## src/hw/rtl/prlq_pkg.sv

```systemverilog
// package: word types, config indexes, constants and sensitivity lookup for the link quality core
package prlq_pkg;

	typedef struct packed {
		logic signed [7:0] raw_snr;
		logic        [7:0] rssi_code;
	} pkt_t;

	typedef struct packed {
		logic signed [8:0] rssi_dbm;
		logic signed [7:0] snr_quarter_db;
		logic        [6:0] lq_pct;
	} res_t;

	typedef enum logic [1:0] {
		CFG_SPREADING_FACTOR = 2'd0,
		CFG_BW_IS_500        = 2'd1,
		CFG_HIGH_BAND        = 2'd2
	} cfg_index_t;

	// word handed to the quotient pipeline
	typedef struct packed {
		logic        [20:0] rem;
		logic        [14:0] den;
		logic               zero;
		logic               full;
		logic signed [8:0]  rssi;
		logic signed [7:0]  snr;
	} div_in_t;

	localparam logic        [3:0] SF_RESET        = 4'd8;
	localparam logic        [3:0] SF_MIN          = 4'd6;
	localparam logic        [3:0] SF_MAX          = 4'd12;
	localparam logic signed [8:0] FLOOR_HIGH_DBM  = -9'sd157;
	localparam logic signed [8:0] FLOOR_LOW_DBM   = -9'sd164;
	localparam logic signed [8:0] SENS_OFFSET     = 9'sd40;
	localparam logic signed [8:0] LQ_MAX_DBM      = 9'sd1;
	localparam logic        [6:0] LQ_FULL         = 7'd100;
	localparam logic        [6:0] LQ_ZERO         = 7'd0;
	localparam logic       [12:0] RECIP15         = 13'd4370;
	localparam int                RECIP_SHIFT     = 16;

	localparam logic signed [8:0] SENS_TABLE [7] = '{
		-9'sd109, -9'sd114, -9'sd117, -9'sd120, -9'sd123, -9'sd125, -9'sd128
	};

	function automatic logic signed [8:0] sens_lookup(input logic [3:0] sf, input logic bw,
			input logic signed [8:0] floor_dbm);
		logic signed [8:0] s;
		s = floor_dbm + SENS_OFFSET;
		if (bw && (sf >= SF_MIN) && (sf <= SF_MAX)) begin
			s = SENS_TABLE[3'(sf - SF_MIN)];
		end
		return s;
	endfunction

endpackage

```

## src/hw/rtl/prlq_div.sv

```systemverilog
// three stage restoring divider producing the clamped link quality result word
module prlq_div import prlq_pkg::*; (
	input  logic    clk,
	input  logic    arst_n,
	input  logic    in_valid,
	output logic    in_ready,
	input  div_in_t in_word,
	output logic    res_valid,
	input  logic    res_ready,
	output res_t    res
);

	typedef struct packed {
		logic        [21:0] rem;
		logic        [14:0] den;
		logic        [6:0]  quo;
		logic               zero;
		logic               full;
		logic signed [8:0]  rssi;
		logic signed [7:0]  snr;
	} div_stage_t;

	typedef struct packed {
		logic        bit_q;
		logic [21:0] rem;
	} div_step_t;

	function automatic div_step_t div_step(input logic [21:0] rem, input logic [21:0] dsh);
		div_step_t r;
		r.bit_q = (rem >= dsh);
		r.rem   = r.bit_q ? (rem - dsh) : rem;
		return r;
	endfunction

	logic       v_s5, v_s6, v_s7;
	logic       rdy_s5, rdy_s6, rdy_s7;
	div_stage_t d_s5, d_s6, d_s7;
	div_stage_t d5_c, d6_c, d7_c;
	div_step_t  st6, st5, st4, st3, st2, st1, st0;
	logic [21:0] den_a, den_b, den_c;

	assign rdy_s7   = ~v_s7 | res_ready;
	assign rdy_s6   = ~v_s6 | rdy_s7;
	assign rdy_s5   = ~v_s5 | rdy_s6;
	assign in_ready = rdy_s5;

	// quotient bits 6..4
	always_comb begin
		den_a     = 22'(in_word.den);
		st6       = div_step({1'b0, in_word.rem}, den_a << 6);
		st5       = div_step(st6.rem, den_a << 5);
		st4       = div_step(st5.rem, den_a << 4);
		d5_c.rem  = st4.rem;
		d5_c.den  = in_word.den;
		d5_c.quo  = {st6.bit_q, st5.bit_q, st4.bit_q, 4'b0};
		d5_c.zero = in_word.zero;
		d5_c.full = in_word.full;
		d5_c.rssi = in_word.rssi;
		d5_c.snr  = in_word.snr;
	end

	// quotient bits 3..2
	always_comb begin
		den_b    = 22'(d_s5.den);
		st3      = div_step(d_s5.rem, den_b << 3);
		st2      = div_step(st3.rem, den_b << 2);
		d6_c     = d_s5;
		d6_c.rem = st2.rem;
		d6_c.quo = {d_s5.quo[6:4], st3.bit_q, st2.bit_q, 2'b0};
	end

	// quotient bits 1..0
	always_comb begin
		den_c    = 22'(d_s6.den);
		st1      = div_step(d_s6.rem, den_c << 1);
		st0      = div_step(st1.rem, den_c);
		d7_c     = d_s6;
		d7_c.rem = st0.rem;
		d7_c.quo = {d_s6.quo[6:2], st1.bit_q, st0.bit_q};
	end

	always_ff @(posedge clk or negedge arst_n) begin
		if (!arst_n) begin
			v_s5 <= 1'b0;
			v_s6 <= 1'b0;
			v_s7 <= 1'b0;
		end else begin
			if (rdy_s5) v_s5 <= in_valid;
			if (rdy_s6) v_s6 <= v_s5;
			if (rdy_s7) v_s7 <= v_s6;
		end
	end

	always_ff @(posedge clk) begin
		if (rdy_s5) d_s5 <= d5_c;
		if (rdy_s6) d_s6 <= d6_c;
		if (rdy_s7) d_s7 <= d7_c;
	end

	always_comb begin
		res_valid          = v_s7;
		res.rssi_dbm       = d_s7.rssi;
		res.snr_quarter_db = d_s7.snr;
		if (d_s7.zero) begin
			res.lq_pct = LQ_ZERO;
		end else if (d_s7.full) begin
			res.lq_pct = LQ_FULL;
		end else begin
			res.lq_pct = d_s7.quo;
		end
	end

endmodule

```

## src/hw/rtl/packet_rssi_link_quality_core.sv

```systemverilog
// top level: packet strength in dBm and link quality percentage from raw snr and rssi bytes
//
// One word is taken per clock cycle while no stall holds the pipeline, and each accepted word
// gives exactly one result word after front stages one to four and the three divider stages. Stage
// one forms the band floor, the sensitivity and both strength candidates, stage two finishes the
// divide by fifteen with a reciprocal multiply, stage three forms the span square and the linear
// term, stage four the numerator, and three divider stages produce the seven bit quotient two or
// three bits at a time. Each stage holds its word while the stage after it is full and stalled,
// so bubbles are squeezed out and a new word is accepted while a finished result is still
// waiting. The three configuration registers are written through their own port, always ready,
// and are meant to be changed only while no word is in flight.
module packet_rssi_link_quality_core import prlq_pkg::*; (
	input  logic       clk,
	input  logic       arst_n,
	input  logic       pkt_valid,
	output logic       pkt_ready,
	input  pkt_t       pkt,
	output logic       res_valid,
	input  logic       res_ready,
	output res_t       res,
	input  logic       cfg_valid,
	output logic       cfg_ready,
	input  logic [1:0] cfg_index,
	input  logic [3:0] cfg_data
);

	logic [3:0] sf_q;
	logic       bw_q;
	logic       hb_q;

	logic signed [8:0]  floor_c, sens_c, rssi_n_c, rssi_p_c;
	logic signed [12:0] v_c;
	logic signed [10:0] w_c;
	logic        [10:0] wa_c;
	logic        [24:0] prod_c;
	logic signed [9:0]  gap_c;
	logic signed [15:0] t_c;
	logic        [15:0] den_c;
	logic signed [25:0] p_c;
	logic        [22:0] hd_c;
	logic signed [26:0] num_c;
	div_in_t            div_c;

	logic               v_s1, v_s2, v_s3, v_s4;
	logic               rdy_s1, rdy_s2, rdy_s3, rdy_s4;
	logic               div_ready;
	logic signed [7:0]  snr_s1, snr_s2, snr_s3;
	logic        [11:0] absv_s1;
	logic               vneg_s1;
	logic signed [8:0]  rssi_n_s1, rssi_s2, rssi_s3;
	logic        [7:0]  span_s1, span_s2;
	logic signed [9:0]  gap_s3;
	logic signed [15:0] t_s3;
	logic        [15:0] den_s3;
	div_in_t            div_s4;

	assign cfg_ready = 1'b1;

	always_ff @(posedge clk or negedge arst_n) begin
		if (!arst_n) begin
			sf_q <= SF_RESET;
			bw_q <= 1'b1;
			hb_q <= 1'b1;
		end else if (cfg_valid) begin
			case (cfg_index)
				CFG_SPREADING_FACTOR: sf_q <= cfg_data;
				CFG_BW_IS_500:        bw_q <= cfg_data[0];
				CFG_HIGH_BAND:        hb_q <= cfg_data[0];
				default: ;
			endcase
		end
	end

	assign rdy_s4    = ~v_s4 | div_ready;
	assign rdy_s3    = ~v_s3 | rdy_s4;
	assign rdy_s2    = ~v_s2 | rdy_s3;
	assign rdy_s1    = ~v_s1 | rdy_s2;
	assign pkt_ready = rdy_s1;

	// stage one: floor, sensitivity, both strength candidates
	always_comb begin
		floor_c  = hb_q ? FLOOR_HIGH_DBM : FLOOR_LOW_DBM;
		sens_c   = sens_lookup(sf_q, bw_q, floor_c);
		v_c      = 13'(floor_c) * 13'sd15 + $signed({1'b0, pkt.rssi_code, 4'b0});
		w_c      = ((11'(floor_c) + $signed({3'b0, pkt.rssi_code})) <<< 2) + 11'(pkt.raw_snr);
		wa_c     = w_c[10] ? 11'(-w_c) : w_c;
		rssi_n_c = w_c[10] ? -$signed({1'b0, wa_c[9:2]}) : $signed({1'b0, wa_c[9:2]});
	end

	// stage two: truncated divide by fifteen
	always_comb begin
		prod_c   = 25'(absv_s1) * 25'(RECIP15);
		rssi_p_c = vneg_s1 ? -$signed({1'b0, prod_c[RECIP_SHIFT+7:RECIP_SHIFT]})
		                   : $signed({1'b0, prod_c[RECIP_SHIFT+7:RECIP_SHIFT]});
	end

	// stage three: gap, linear term, span square
	always_comb begin
		gap_c = 10'(LQ_MAX_DBM) - 10'(rssi_s2);
		t_c   = 16'sd25 * $signed({8'b0, span_s2}) + 16'sd75 * 16'(gap_c);
		den_c = 16'(span_s2) * 16'(span_s2);
	end

	// stage four: numerator and clamp flags
	always_comb begin
		p_c        = 26'(gap_s3) * 26'(t_s3);
		hd_c       = 23'(den_s3) * 23'd100;
		num_c      = $signed({4'b0, hd_c}) - 27'(p_c);
		div_c.rem  = num_c[20:0];
		div_c.den  = den_s3[14:0];
		div_c.zero = num_c[26] | (num_c == 27'sd0);
		div_c.full = p_c[25] | (p_c == 26'sd0);
		div_c.rssi = rssi_s3;
		div_c.snr  = snr_s3;
	end

	always_ff @(posedge clk or negedge arst_n) begin
		if (!arst_n) begin
			v_s1 <= 1'b0;
			v_s2 <= 1'b0;
			v_s3 <= 1'b0;
			v_s4 <= 1'b0;
		end else begin
			if (rdy_s1) v_s1 <= pkt_valid;
			if (rdy_s2) v_s2 <= v_s1;
			if (rdy_s3) v_s3 <= v_s2;
			if (rdy_s4) v_s4 <= v_s3;
		end
	end

	always_ff @(posedge clk) begin
		if (rdy_s1) begin
			snr_s1    <= pkt.raw_snr;
			absv_s1   <= v_c[12] ? 12'(-v_c) : v_c[11:0];
			vneg_s1   <= v_c[12];
			rssi_n_s1 <= rssi_n_c;
			span_s1   <= 8'(LQ_MAX_DBM - sens_c);
		end
		if (rdy_s2) begin
			snr_s2  <= snr_s1;
			rssi_s2 <= snr_s1[7] ? rssi_n_s1 : rssi_p_c;
			span_s2 <= span_s1;
		end
		if (rdy_s3) begin
			snr_s3  <= snr_s2;
			rssi_s3 <= rssi_s2;
			gap_s3  <= gap_c;
			t_s3    <= t_c;
			den_s3  <= den_c;
		end
		if (rdy_s4) begin
			div_s4 <= div_c;
		end
	end

	prlq_div u_div (
		.clk       (clk),
		.arst_n    (arst_n),
		.in_valid  (v_s4),
		.in_ready  (div_ready),
		.in_word   (div_s4),
		.res_valid (res_valid),
		.res_ready (res_ready),
		.res       (res)
	);

	a_lq_range: assert property (@(posedge clk) disable iff (!arst_n)
		res_valid |-> (res.lq_pct <= LQ_FULL))
		else $error("link quality above full scale");

	a_accept_fills_s1: assert property (@(posedge clk) disable iff (!arst_n)
		(pkt_valid && pkt_ready) |=> v_s1)
		else $error("accepted word missing from first stage");

	a_s4_hold: assert property (@(posedge clk) disable iff (!arst_n)
		(v_s4 && !div_ready) |=> (v_s4 && $stable(div_s4)))
		else $error("stalled numerator word changed");

	a_zero_full_excl: assert property (@(posedge clk) disable iff (!arst_n)
		v_s4 |-> !(div_s4.zero && div_s4.full))
		else $error("clamp flags both set");

endmodule

```

## config.mk

```make
export PLATFORM = sky130hd
export DESIGN_NAME = packet_rssi_link_quality_core
export DESIGN_NICKNAME = d
export VERILOG_FILES = /design/src/hw/rtl/prlq_pkg.sv /design/src/hw/rtl/prlq_div.sv /design/src/hw/rtl/packet_rssi_link_quality_core.sv
export SDC_FILE = /design/constraint.sdc
export NUM_CORES = 1
export LEC_CHECK = 0
export BUFFER_PORTS_ARGS = -buffer_cell sky130_fd_sc_hd__buf_2
export CORE_MARGIN = 2
export CORE_UTILIZATION = 59
export CTS_CLUSTER_DIAMETER = 30
export CTS_CLUSTER_SIZE = 12
export DETAILED_ROUTE_END_ITERATION = 6
export PLACE_DENSITY = 0.79
export SYNTH_ARGS = -nofsm -noshare
export SYNTH_HDL_FRONTEND = slang
export SYNTH_SLANG_ARGS = --single-unit
```

## constraint.sdc

```tcl
create_clock -name clk -period 7.8 [get_ports clk]
set_clock_uncertainty 0.05 [all_clocks]
set_input_delay 1.56 -clock clk [delete_from_list [all_inputs] [get_ports clk]]
set_output_delay 1.56 -clock clk [all_outputs]
set_load 0.01 [all_outputs]
```

# Word level (Yosys, flattened, before mapping)

Memory sizes are Yosys's and may differ from the RTL's.
Index checks and enable logic that the tools add are counted.

$mul: 7
Bitwise operators: 17
Add/subtract/negate cells: 19
Muxes and demuxes: 17
Magnitude comparators: 10
Reductions and logical operators: 8
Equal/unequal tests: 2

Operators by type and width:

| cell                                                                   | number |
|---|---|
| 22-bit 2-to-1 mux                                                      | 6 |
| 8-bit 2-to-1 mux                                                       | 4 |
| 27-bit logical NOT                                                     | 1 |
| 24-bit by 26-bit subtractor with 27-bit output                         | 1 |
| 26-bit logical NOT                                                     | 1 |
| 10-bit by 16-bit multiplier with 26-bit output                         | 1 |
| 12-bit by 12-bit multiplier with 23-bit output (second input constant) | 1 |
| 22-bit by 15-bit greater-or-equal comparator with 1-bit output         | 1 |
| 22-bit by 16-bit greater-or-equal comparator with 1-bit output         | 1 |
| 22-bit by 17-bit greater-or-equal comparator with 1-bit output         | 1 |
| 22-bit by 18-bit greater-or-equal comparator with 1-bit output         | 1 |
| 22-bit by 19-bit greater-or-equal comparator with 1-bit output         | 1 |
| 22-bit by 20-bit greater-or-equal comparator with 1-bit output         | 1 |
| 21-bit by 21-bit subtractor with 22-bit output                         | 1 |
| 22-bit by 16-bit subtractor with 22-bit output                         | 1 |
| 22-bit by 17-bit subtractor with 22-bit output                         | 1 |
| 22-bit by 18-bit subtractor with 22-bit output                         | 1 |
| 22-bit by 19-bit subtractor with 22-bit output                         | 1 |
| 22-bit by 20-bit subtractor with 22-bit output                         | 1 |
| 21-bit greater-or-equal comparator                                     | 1 |
| 16-bit by 5-bit multiplier with 21-bit output (second input constant)  | 1 |
| 9-bit 2-to-1 mux                                                       | 2 |
| 8-bit negation with 9-bit output                                       | 2 |
| 14-bit by 16-bit adder with 16-bit output                              | 1 |
| other kinds (28)                                                       | 46 |

Flip-flop bits (word level): 336
Input bits: 27
ROM bits: 72
Logic and storage cells: 130
Memories kept: 1
Output and inout port bits: 27

Memory list:

| memory           | depth | width | rd ports | clocked after memory_dff | write ports | line           | RTL |
|---|---|---|---|---|---|---|---|
| (name not given) | 8     | 9     | 1        | 0                        | 0           | prlq_pkg.sv:52 | `s = SENS_TABLE[3'(sf - SF_MIN)];` |

# Logic depth before layout (Yosys ltp)

Gate-level depths: netlist (run 1).

Depth after elaboration: 8
Mapped depth: 37
Depth with buffers taken out: 33

# Modules after synthesis

From an unflattened synthesis (run 1), not the netlist that was laid out.

Cells, all modules: 3090
Area total of the unflattened synthesis: 31624.1 um^2

Modules (own cells, without submodules):

| module                        | cells each | instances | seq. area each (um^2) | area an instance (um^2) |
|---|---|---|---|---|
| packet_rssi_link_quality_core | 2050       | 1         | 5479.0                | 21025.2 |
| prlq_div                      | 1040       | 1         | 4459.3                | 10598.9 |

# Worst setup path after synthesis (run 1)

OpenSTA, ideal clock, no wires.

Path type: reg-to-reg
Start point: reg gap_s3[9]
End point: reg div_s4[18] (netlist name) (data pin)
Required time: 7.598 ns
Buffers on the path: 1
Cell stages (with the launch flop): 30
Arrival time: 7.480 ns
Period minus slack after synthesis: 7.682 ns
Setup slack: 0.118 ns
Setup time: 0.152 ns
Cell sequence: edfxtp_1 inv_1 clkbuf_1 nor2_1 fa_1 fa_1 fa_1 fa_1 inv_1 fa_1 inv_1 ha_1 a21oi_1 nor2b_1 a31oi_1 a31oi_1 a311o_1 a21oi_1 xnor2_1 ha_1 a21oi_1 nor2_1 or4_1 or4_1 nor3_1 nand4bb_1 nor4_1 o2111a_1 a41oi_1 o22ai_1

RTL lines:

| item                   | line                                 | RTL |
|---|---|---|
| from (decl)            | packet_rssi_link_quality_core.sv:52  | `logic signed [9:0] gap_s3;` |
| from (signal assigned) | packet_rssi_link_quality_core.sv:147 | `gap_s3 <= gap_c;` |
| to (signal assigned)   | packet_rssi_link_quality_core.sv:152 | `div_s4 <= div_c;` |
| to (decl)              | packet_rssi_link_quality_core.sv:55  | `div_in_t div_s4;` |

==> results of run 1 <==
==> routing by layer <==
| metal | GRT usage | routed length [um] |
|---|---|---|
| met4 | 0.105 | 2620 |
| met1 | 0.374 | 33700 |
| met2 | 0.458 | 35900 |
| met3 | 0.0631 | 5890 |
| met5 | 0 | 0 |
==> kinds of logic (layout without fill, tap and decap cells) <==
family                     after synthesis  count (layout)  synth area share
DFF                                    331             331             0.312
muxes                                   44              44            0.0157
other                                    1               1          0.000118
AOI/OAI and AO/OA                      563             563             0.117
xor gates and xnor gates               241             241            0.0666
adders and majority gates              650             650             0.307
buffers and inverters                  537             797            0.0662
and+or+nand+nor                        741             741             0.115
==> stage by stage <==
step / hold WS (ns) / util / TNS, ns / instances
after global routing: 0.362 / 0.688 / -0.215 / 4056
final: 0.358 / 0.688 / 0 / 4056
after CTS: 0.351 / 0.681 / 0 / 4031
after global placement: 0.351 / 0.629 / 0 / 3879
after floorplan: 0.350 / - / 0 / 3108
after detailed placement: 0.355 / 0.629 / -0.0606 / 3879
==> layout by cell type, fill, tap and decap left out, types with 12 or more instances in the layout <==
master	synthesis	final
inv_1	465	458
ha_1	436	431
edfxtp_1	318	318
nand2_1	235	228
fa_1	214	211
xnor2_1	174	172
nor2_1	166	165
a21oi_1	161	157
buf_4	18	128
o21ai_0	121	117
and2_1	85	82
clkbuf_16	0	76
xor2_1	67	67
a21o_1	58	58
buf_2	6	52
nand2b_1	46	46
nand3_1	38	36
nor3_1	34	32
o21bai_1	32	32
nor2b_1	30	30
mux2_2	29	29
a31oi_1	25	24
o21a_1	23	22
nand4_1	21	21
and3_1	18	18
a21boi_0	14	14
o31ai_1	13	13
a21oi_2	8	12
a211oi_1	13	12
buf_6	1	12
==> area by class of cell <==
class	count	area (um2)
Inverter	467	1760
Fill cell	3909	16500
Multi-Input combinational cell	2240	19900
Tap cell	688	861
Timing Repair Buffer	193	1380
Clock buffer	89	1980
Sequential cell	331	9880
Clock inverter	48	612
==> cell usage after synthesis, types with 32 or more instances <==
cell	n	area [um2]
nor2_1	166	623
xor2_1	67	587
fa_1	214	4280
clkbuf_1	44	165
nand3_1	38	190
nand2b_1	46	288
inv_1	465	1750
nand2_1	235	882
a21o_1	58	435
a21oi_1	161	806
o21ai_0	121	606
ha_1	436	5460
edfxtp_1	318	9550
nor3_1	34	170
o21bai_1	32	240
and2_1	85	532
xnor2_1	174	1520
==> repair_timing <==
item,in CTS,in global routing
gates cloned,0,0
resized for setup,14,47
buffers inserted,15,25
endpoints found under the setup margin,1,20
pin swaps,10,23
==> worst min-delay path by stage <==
stage | slack, ns | end | depth (start not counted)
2_1_floorplan | 0.35 | div_s4[0]$_DFFE_PP_ | 0
3_3_place_gp | 0.35 | u_div.d7_c[24]$_DFFE_PP_ | 0
3_5_place_dp | 0.35 | snr_s3[6]$_DFFE_PP_ | 0
4_1_cts | 0.35 | span_s2[1]$_DFFE_PP_ | 0
5_1_grt | 0.36 | snr_s3[4]$_DFFE_PP_ | 0
6_report | 0.36 | span_s2[1]$_DFFE_PP_ | 0
==> sequential cells by signal (all words and copies together), names as in the netlist, 9 cells and up <==
register    count
gap_s3          9
absv_s1        12
rssi_s3         9
u_div.d_s7      9
u_div.res      17
u_div.d_s5     22
u_div.d7_c     38
rssi_n_s1       9
rssi_s2         9
t_s3           16
div_s4         54
u_div.d_s6     22
den_s3         15
u_div.d6_c     36
==> worst reg2reg max path, cell delays in order (launching register included) <==
cell,delay [ns]
edfxtp_1,0.47
buf_4,0.19
and2_1,0.16
fa_1,0.48
fa_1,0.51
fa_1,0.53
fa_1,0.56
inv_1,0.06
fa_1,0.53
inv_1,0.04
ha_1,0.31
buf_4,0.16
a31oi_1,0.20
a31oi_2,0.15
a311o_1,0.37
a21oi_2,0.14
xnor2_1,0.15
ha_1,0.29
a21oi_2,0.16
nor2_1,0.07
or4_1,0.45
or4_1,0.43
nor3_2,0.13
nand4bb_1,0.16
nor4_2,0.15
o2111a_1,0.25
a41oi_1,0.12
o22ai_1,0.19
==> flow_metrics.tcl, run 1 <==
set metrics [dict create \
    crit_buf_inv 4 \
    netlist_area_um2 31700 \
    hold_violations 0 \
    ctsHoldBuffers 0 \
    overflow 0 \
    rsz0062_at_grt "yes" \
    cts_root_buf "clkbuf_16" \
    crit_fanout 5 \
    hold_start "span_s1[1]$_DFFE_PP_" \
    failed_checks "DRC" \
    dr.pass1.iters 7 \
    cp-startpoint "t_s3[4]$_DFFE_PP_" \
    grtUsageTotal 0.283 \
    max-cap-violations 0 \
    diodes 0 \
    viasPerCell 5.78 \
    clkSlewWorstSetupHoldPaths_ns 0.05 \
    synthCells 3108 \
    synth_seq_area_share 0.312 \
    cp-start-kind "flip-flop" \
    place_ws_ns -0.0606 \
    crit_cells 27 \
    crit_type "reg2reg" \
    syn_to_final_growth_pct 14.8 \
    drive_above_1_share 0.132 \
    core_um2 52900 \
    worstPathArrival_ns 8.00 \
    drv_slew 0 \
    reg2reg_depth 27 \
    synth.distinct_cells 98 \
    cts_tree "yes" \
    drc 1 \
    io_buffers 52 \
    layout_setup_ws_ns 0.162 \
    wire_per_inst_um 19.2 \
    rr_endpoint "div_s4[18]$_DFFE_PP_" \
    syn_nets 3785 \
    cts_num_sinks 331 \
    placed_area_um2 33300 \
    fin_crit_ns 7.64 \
    fp.dieH_um 236 \
    rrSetupSlack_ns 0.16 \
    cts_buffers 76 \
    num_vias 23449 \
    critical_path_required_ns 8.16 \
    io_pins 54 \
    crit_family "adder cells" \
    dp_hpwl_um 61600 \
    grt_max_degree 62 \
    status "finished with violations" \
    htree_levels 3 \
    slowest_stage "fa_1" \
    syn_avg_cell_area_um2 10.2 \
    synth_async_sr_flop_share 0.0393 \
    start_util 0.599 \
    insertion_delay_ns 0.60 \
    fmax_ghz 0.131 \
    antenna_found_initial 0 \
    antenna_left 0 \
    cpPeakStageDelay_ns 0.56 \
    worst_pin_slew_ns 1.03 \
    final_area_um2 36400 \
    fin_crit_sh 0.979 \
    synth_edf_count 318 \
    die_w_um 236 \
    finalSetupViolations 0 \
    cpMostUsedCell "fa_1" \
    synth-seq-cells 331 \
    crit_path_end "div_s4[18]$_DFFE_PP_" \
    rows 84 \
    grt_pass1_vias 24043 \
    grt_pass1_wl_um 124000 \
    synth_flop_cell "edfxtp_1" \
    clock_path_buffers 3 \
    crit_path_end_kind "flip-flop" \
    max-slew-margin-rel 0.316 \
    drt_iter0_drc 1767 \
    layout.nets 3986 \
    yosys_warnings 0 \
    dieArea_um2 55600 \
    wl_um 78100 \
    hp-class "reg2reg" \
    r2r-start "t_s3[4]$_DFFE_PP_" \
    gp_congestion 0.982 \
]
Power of run 1 is not shown: default switching activity piles up to over one toggle a cycle in this logic, so the estimate is an artifact.
==> inputs of run 2 (changes only) <==
--- a/config.mk
+++ b/config.mk
@@ -7,11 +7,11 @@
 export LEC_CHECK = 0
 export BUFFER_PORTS_ARGS = -buffer_cell sky130_fd_sc_hd__buf_2
 export CORE_MARGIN = 2
-export CORE_UTILIZATION = 59
+export CORE_UTILIZATION = 65
 export CTS_CLUSTER_DIAMETER = 30
 export CTS_CLUSTER_SIZE = 12
 export DETAILED_ROUTE_END_ITERATION = 6
-export PLACE_DENSITY = 0.79
+export PLACE_DENSITY = 0.83
 export SYNTH_ARGS = -nofsm -noshare
 export SYNTH_HDL_FRONTEND = slang
 export SYNTH_SLANG_ARGS = --single-unit
==> constraint.sdc (replaced) <==
create_clock -name clk -period 9.25 [get_ports clk]
set_clock_uncertainty 0.05 [all_clocks]
set_input_delay 1.85 -clock clk [delete_from_list [all_inputs] [get_ports clk]]
set_output_delay 1.85 -clock clk [all_outputs]
set_load 0.01 [all_outputs]
==> run 2 against run 1 <==
Against the previous run:
- the run now ends clean
- via count decreased by 1.3%
- wire length shrank 1.5%
- maximum frequency shrank 9.5%
- sequential share of layout area is 1.1 points higher
- setup slack better by 0.65 ns
- register-to-register slack improved by 0.65 ns
- die area is 9.1% lower
- first-iteration DRC count increased by 1.9%
- critical path depth is 1 higher
- non-clock buffer count decreased by 130
==> flow_metrics.tcl, run 2 (synthesis results as in run 1) <==
set metrics [dict create \
    core_um2 47900 \
    post_cts_resized 0 \
    whs_ns 0.358 \
    drv_slew 0 \
    dieArea_um2 50500 \
    layout_commonest_cell "inv_1" \
    antenna_found_initial 2 \
    fill_cells 3309 \
    grtUsageTotal 0.314 \
    max-cap-violations 0 \
    cts_root_buf "clkbuf_16" \
    cpPeakStageDelay_ns 0.55 \
    layout_setup_ws_ns 0.808 \
    cts_tree "yes" \
    largest_register_ffs 54 \
    antenna_left 0 \
    rows 80 \
    crit_buf_inv 3 \
    cp-start-kind "flip-flop" \
    die_w_um 225 \
    slowest_stage "fa_1" \
    worstPathArrival_ns 8.83 \
    grt_pass1_wl_um 125000 \
    dr.pass1.iters 6 \
    gp_congestion 0.977 \
    multi_input_area_um2 19700 \
    cts_num_sinks 331 \
    top_usage_layer "met2" \
    wire_per_inst_um 20.0 \
    crit_fanout 11 \
    io_pins 54 \
    clock_path_buffers 3 \
    insertion_delay_ns 0.62 \
    max-slew-margin-rel 0.358 \
    placed_area_um2 32500 \
    fmax_ghz 0.118 \
    start_util 0.661 \
    fin_crit_ns 8.44 \
    setup-tns-final_ns 0 \
    crit_type "reg2reg" \
    clkSlewWorstSetupHoldPaths_ns 0.04 \
    htree_levels 3 \
    place_ws_ns 0.878 \
    cts_setup_buffers 0 \
    final_area_um2 35000 \
    use_met1 0.393 \
    worst_pin_slew_ns 0.963 \
    rsz0062_at_grt "no" \
    hold_violations 0 \
    top_register "div_s4" \
    fin_crit_sh 0.913 \
    num_vias 23149 \
    drt_iter0_drc 1801 \
    dp_hpwl_um 59200 \
    hp-class "reg2reg" \
    diodes 0 \
    critical_path_required_ns 9.63 \
    rrSetupSlack_ns 0.81 \
    fp.dieH_um 225 \
    drc 0 \
    crit_family "adder cells" \
    grt_max_degree 62 \
    crit_path_end_kind "flip-flop" \
    wl_um 76900 \
    syn_to_final_growth_pct 10.3 \
    grt_pass1_vias 24260 \
    layout_common_cells "inv_1, ha_1, edfxtp_1, nand2_1, fa_1" \
    cpMostUsedCell "fa_1" \
    met2_usage 0.531 \
    register_area_um2 9880 \
    finalSetupViolations 0 \
    io_buffers 52 \
    overflow 0 \
    ctsHoldBuffers 0 \
    viasPerCell 6.01 \
    drive_above_1_share 0.0850 \
    grt_use_met3 0.0573 \
    cts_buffers 72 \
    layout.nets 3852 \
    status "completed" \
]
-- run 2: stage by stage --
step,utilization,instances
5_1_grt,0.729,3849
3_5_place_dp,0.677,3716
6_report,0.729,3849
2_1_floorplan,-,3108
4_1_cts,0.729,3849
3_3_place_gp,0.677,3716
-- run 2: path summary, 6_finish.rpt --
check	startpoint	to	cells past startpoint
max	gap_s3[9]$_DFFE_PP_	div_s4[18]$_DFFE_PP_	28
min	div_s4[17]$_DFFE_PP_	u_div.d6_c[17]$_DFFE_PP_	0
max reg2reg	gap_s3[9]$_DFFE_PP_	div_s4[18]$_DFFE_PP_	28
min reg2reg	div_s4[17]$_DFFE_PP_	u_div.d6_c[17]$_DFFE_PP_	0
max in group asynchronous	arst_n	sf_q[3]$_DFFE_PN1P_	1
min in group asynchronous	arst_n	sf_q[0]$_DFFE_PN0P_	1
-- run 2: area by class of cell --
class | instances | area share
clock buffer | 77 | 0.0521
clock inverter | 56 | 0.0191
inverter | 467 | 0.0501
multi-input combinational | 2240 | 0.564
sequential | 331 | 0.282
tap | 615 | 0.0220
timing repair buffer | 63 | 0.00980
-- run 2: routing by layer --
metal | share of wire | vias up
met2 | 0.48 | 867
met5 | 0.00018 | -
li1 | - | 10826
met4 | 0.046 | 2
met3 | 0.063 | 225
met1 | 0.41 | 11229
-- run 2: worst reg2reg max path, delay by kind of cell, from the launching register on --
family,cells,cell delay [ns]
buf+inv,3,0.46
compound gates,9,2.13
flops,1,0.50
fa+ha+maj,7,3.35
simple gates,8,1.61
xor+xnor,1,0.19
Power of run 2 is left out for the same reason.
==> inputs of run 3 (changes only) <==
--- a/config.mk
+++ b/config.mk
@@ -6,12 +6,14 @@
 export NUM_CORES = 1
 export LEC_CHECK = 0
 export BUFFER_PORTS_ARGS = -buffer_cell sky130_fd_sc_hd__buf_2
+export CELL_PAD_IN_SITES_DETAIL_PLACEMENT = 1
+export CELL_PAD_IN_SITES_GLOBAL_PLACEMENT = 1
 export CORE_MARGIN = 2
-export CORE_UTILIZATION = 65
+export CORE_UTILIZATION = 56
 export CTS_CLUSTER_DIAMETER = 30
 export CTS_CLUSTER_SIZE = 12
 export DETAILED_ROUTE_END_ITERATION = 6
-export PLACE_DENSITY = 0.83
+export PLACE_DENSITY = 0.95
 export SYNTH_ARGS = -nofsm -noshare
 export SYNTH_HDL_FRONTEND = slang
 export SYNTH_SLANG_ARGS = --single-unit
==> run 3 against run 2 <==
Against the previous run:
- final area grew 1.9%
- count of clock-buffer cells in the layout grew 27
- critical path depth grew 1
- sequential cell count is the same
- first-iteration DRC count grew 22%
- setup slack lost 0.52 ns
- via count grew 13%
- wire length grew 51%
- non-clock buffer count grew 5
- cell count grew 4.4%
- largest cell class unchanged
==> flow_metrics.tcl, run 3 (synthesis results as in run 1) <==
set metrics [dict create \
    status "completed" \
    core_um2 56200 \
    grt_max_degree 62 \
    rows 87 \
    dr_wl_met3_um 8020 \
    crit_fanout 9 \
    top_register "div_s4" \
    cts_tree "yes" \
    max-slew-margin-rel 0.295 \
    final_area_um2 35600 \
    layout.nets 3870 \
    overflow 0 \
    antenna_left 0 \
    fin_crit_ns 8.97 \
    drv_slew 0 \
    wire_per_inst_um 28.9 \
    layout_setup_ws_ns 0.284 \
    dr.pass1.iters 5 \
    htree_levels 3 \
    finalSetupViolations 0 \
    max-cap-violations 0 \
    layout_commonest_cell "inv_1" \
    gp_congestion 0.962 \
    placed_cells 3857 \
    dieArea_um2 58500 \
    register_area_um2 9880 \
    cpPeakStageDelay_ns 0.57 \
    crit_path_end_kind "flip-flop" \
    cpMostUsedCell "fa_1" \
    clock_path_buffers 3 \
    slowest_stage "edfxtp_1" \
    dp_hpwl_um 76300 \
    top_layer "met5" \
    clkSlewWorstSetupHoldPaths_ns 0.05 \
    start_util 0.564 \
    grtUsageTotal 0.393 \
    instances_no_fill 4020 \
    cts_num_sinks 331 \
    layout_common_cells "inv_1, ha_1, edfxtp_1, nand2_1, fa_1" \
    insertion_delay_ns 0.66 \
    drt_iter0_drc 2198 \
    grt_pass1_wl_um 176000 \
    multi_input_area_um2 19700 \
    worst_pin_slew_ns 1.06 \
    worstPathArrival_ns 9.39 \
    fin_crit_sh 0.969 \
    largest_register_ffs 54 \
    place_ws_ns 0.649 \
    viasPerCell 6.48 \
    antenna_found_initial 1 \
    io_buffers 52 \
    fp.dieH_um 242 \
    cp-start-kind "flip-flop" \
    wl_met2_um 57500 \
    met1_length_um 40200 \
    hold_violations 0 \
    crit_type "reg2reg" \
    hp-class "reg2reg" \
    rrSetupSlack_ns 0.28 \
    grt_pass1_vias 29525 \
    setup-tns-final_ns 0 \
    wl_um 116000 \
    cts_root_buf "clkbuf_16" \
    cts_buffers 85 \
    fmax_ghz 0.112 \
    syn_to_final_growth_pct 12.5 \
    placed_area_um2 32700 \
    die_w_um 242 \
    num_vias 26048 \
    drc 0 \
    critical_path_required_ns 9.67 \
    drive_above_1_share 0.0892 \
    fill_cells 5917 \
    io_pins 54 \
]
==> run 3: worst max-delay path, delay by kind of cell, from the launching register on <==
kind                     cells  cell delay [ns]
adder cells (fa/ha/maj)      7             3.31
AO/OA/AOI/OAI                9             2.25
AND/OR/NAND/NOR              8             1.81
buffers and inverters        4             0.64
flip-flops                   1             0.57
XOR/XNOR                     1             0.18
==> run 3: path summary, 6_finish.rpt <==
kind                                                from  cells after the start                       end
min in group asynchronous                         arst_n                      1          v_s3$_DFFE_PN0P_
max in group asynchronous                         arst_n                      1          bw_q$_DFFE_PN1P_
worst max register to register       gap_s3[9]$_DFFE_PP_                     29      div_s4[18]$_DFFE_PP_
worst min-delay path            u_div.d6_c[17]$_DFFE_PP_                      0  u_div.d7_c[17]$_DFFE_PP_
worst min register to register  u_div.d6_c[17]$_DFFE_PP_                      0  u_div.d7_c[17]$_DFFE_PP_
worst max-delay path                 gap_s3[9]$_DFFE_PP_                     29      div_s4[18]$_DFFE_PP_
==> run 3: layer usage <==
metal | vias to the layer above | GRT usage
met5 | - | 0
met4 | 2 | 0.297
met3 | 708 | 0.0782
met2 | 1588 | 0.693
met1 | 12866 | 0.415
li1 | 10884 | -
==> run 3: through the flow <==
step	utilization	hold slack (ns)
2_1_floorplan	-	0.350
3_3_place_gp	0.581	0.352
3_5_place_dp	0.581	0.355
4_1_cts	0.634	0.358
5_1_grt	0.634	0.364
6_report	0.635	0.363
==> run 3: layout make-up <==
type,count,share of cell area
tap,756,0.0265
timing repair buffer,68,0.0107
antenna,1,0.0000702
clock buffer,104,0.0637
multi-input combinational,2240,0.554
sequential,331,0.277
clock inverter,53,0.0187
inverter,467,0.0493
==> run 3: timing repair <==
action,CTS,global route
setup endpoints to repair,0,1
buffers inserted,0,5
resized for setup,0,1
hold buffers,0,0
hold endpoints to repair,0,0
Power of run 3 is left out for the same reason.
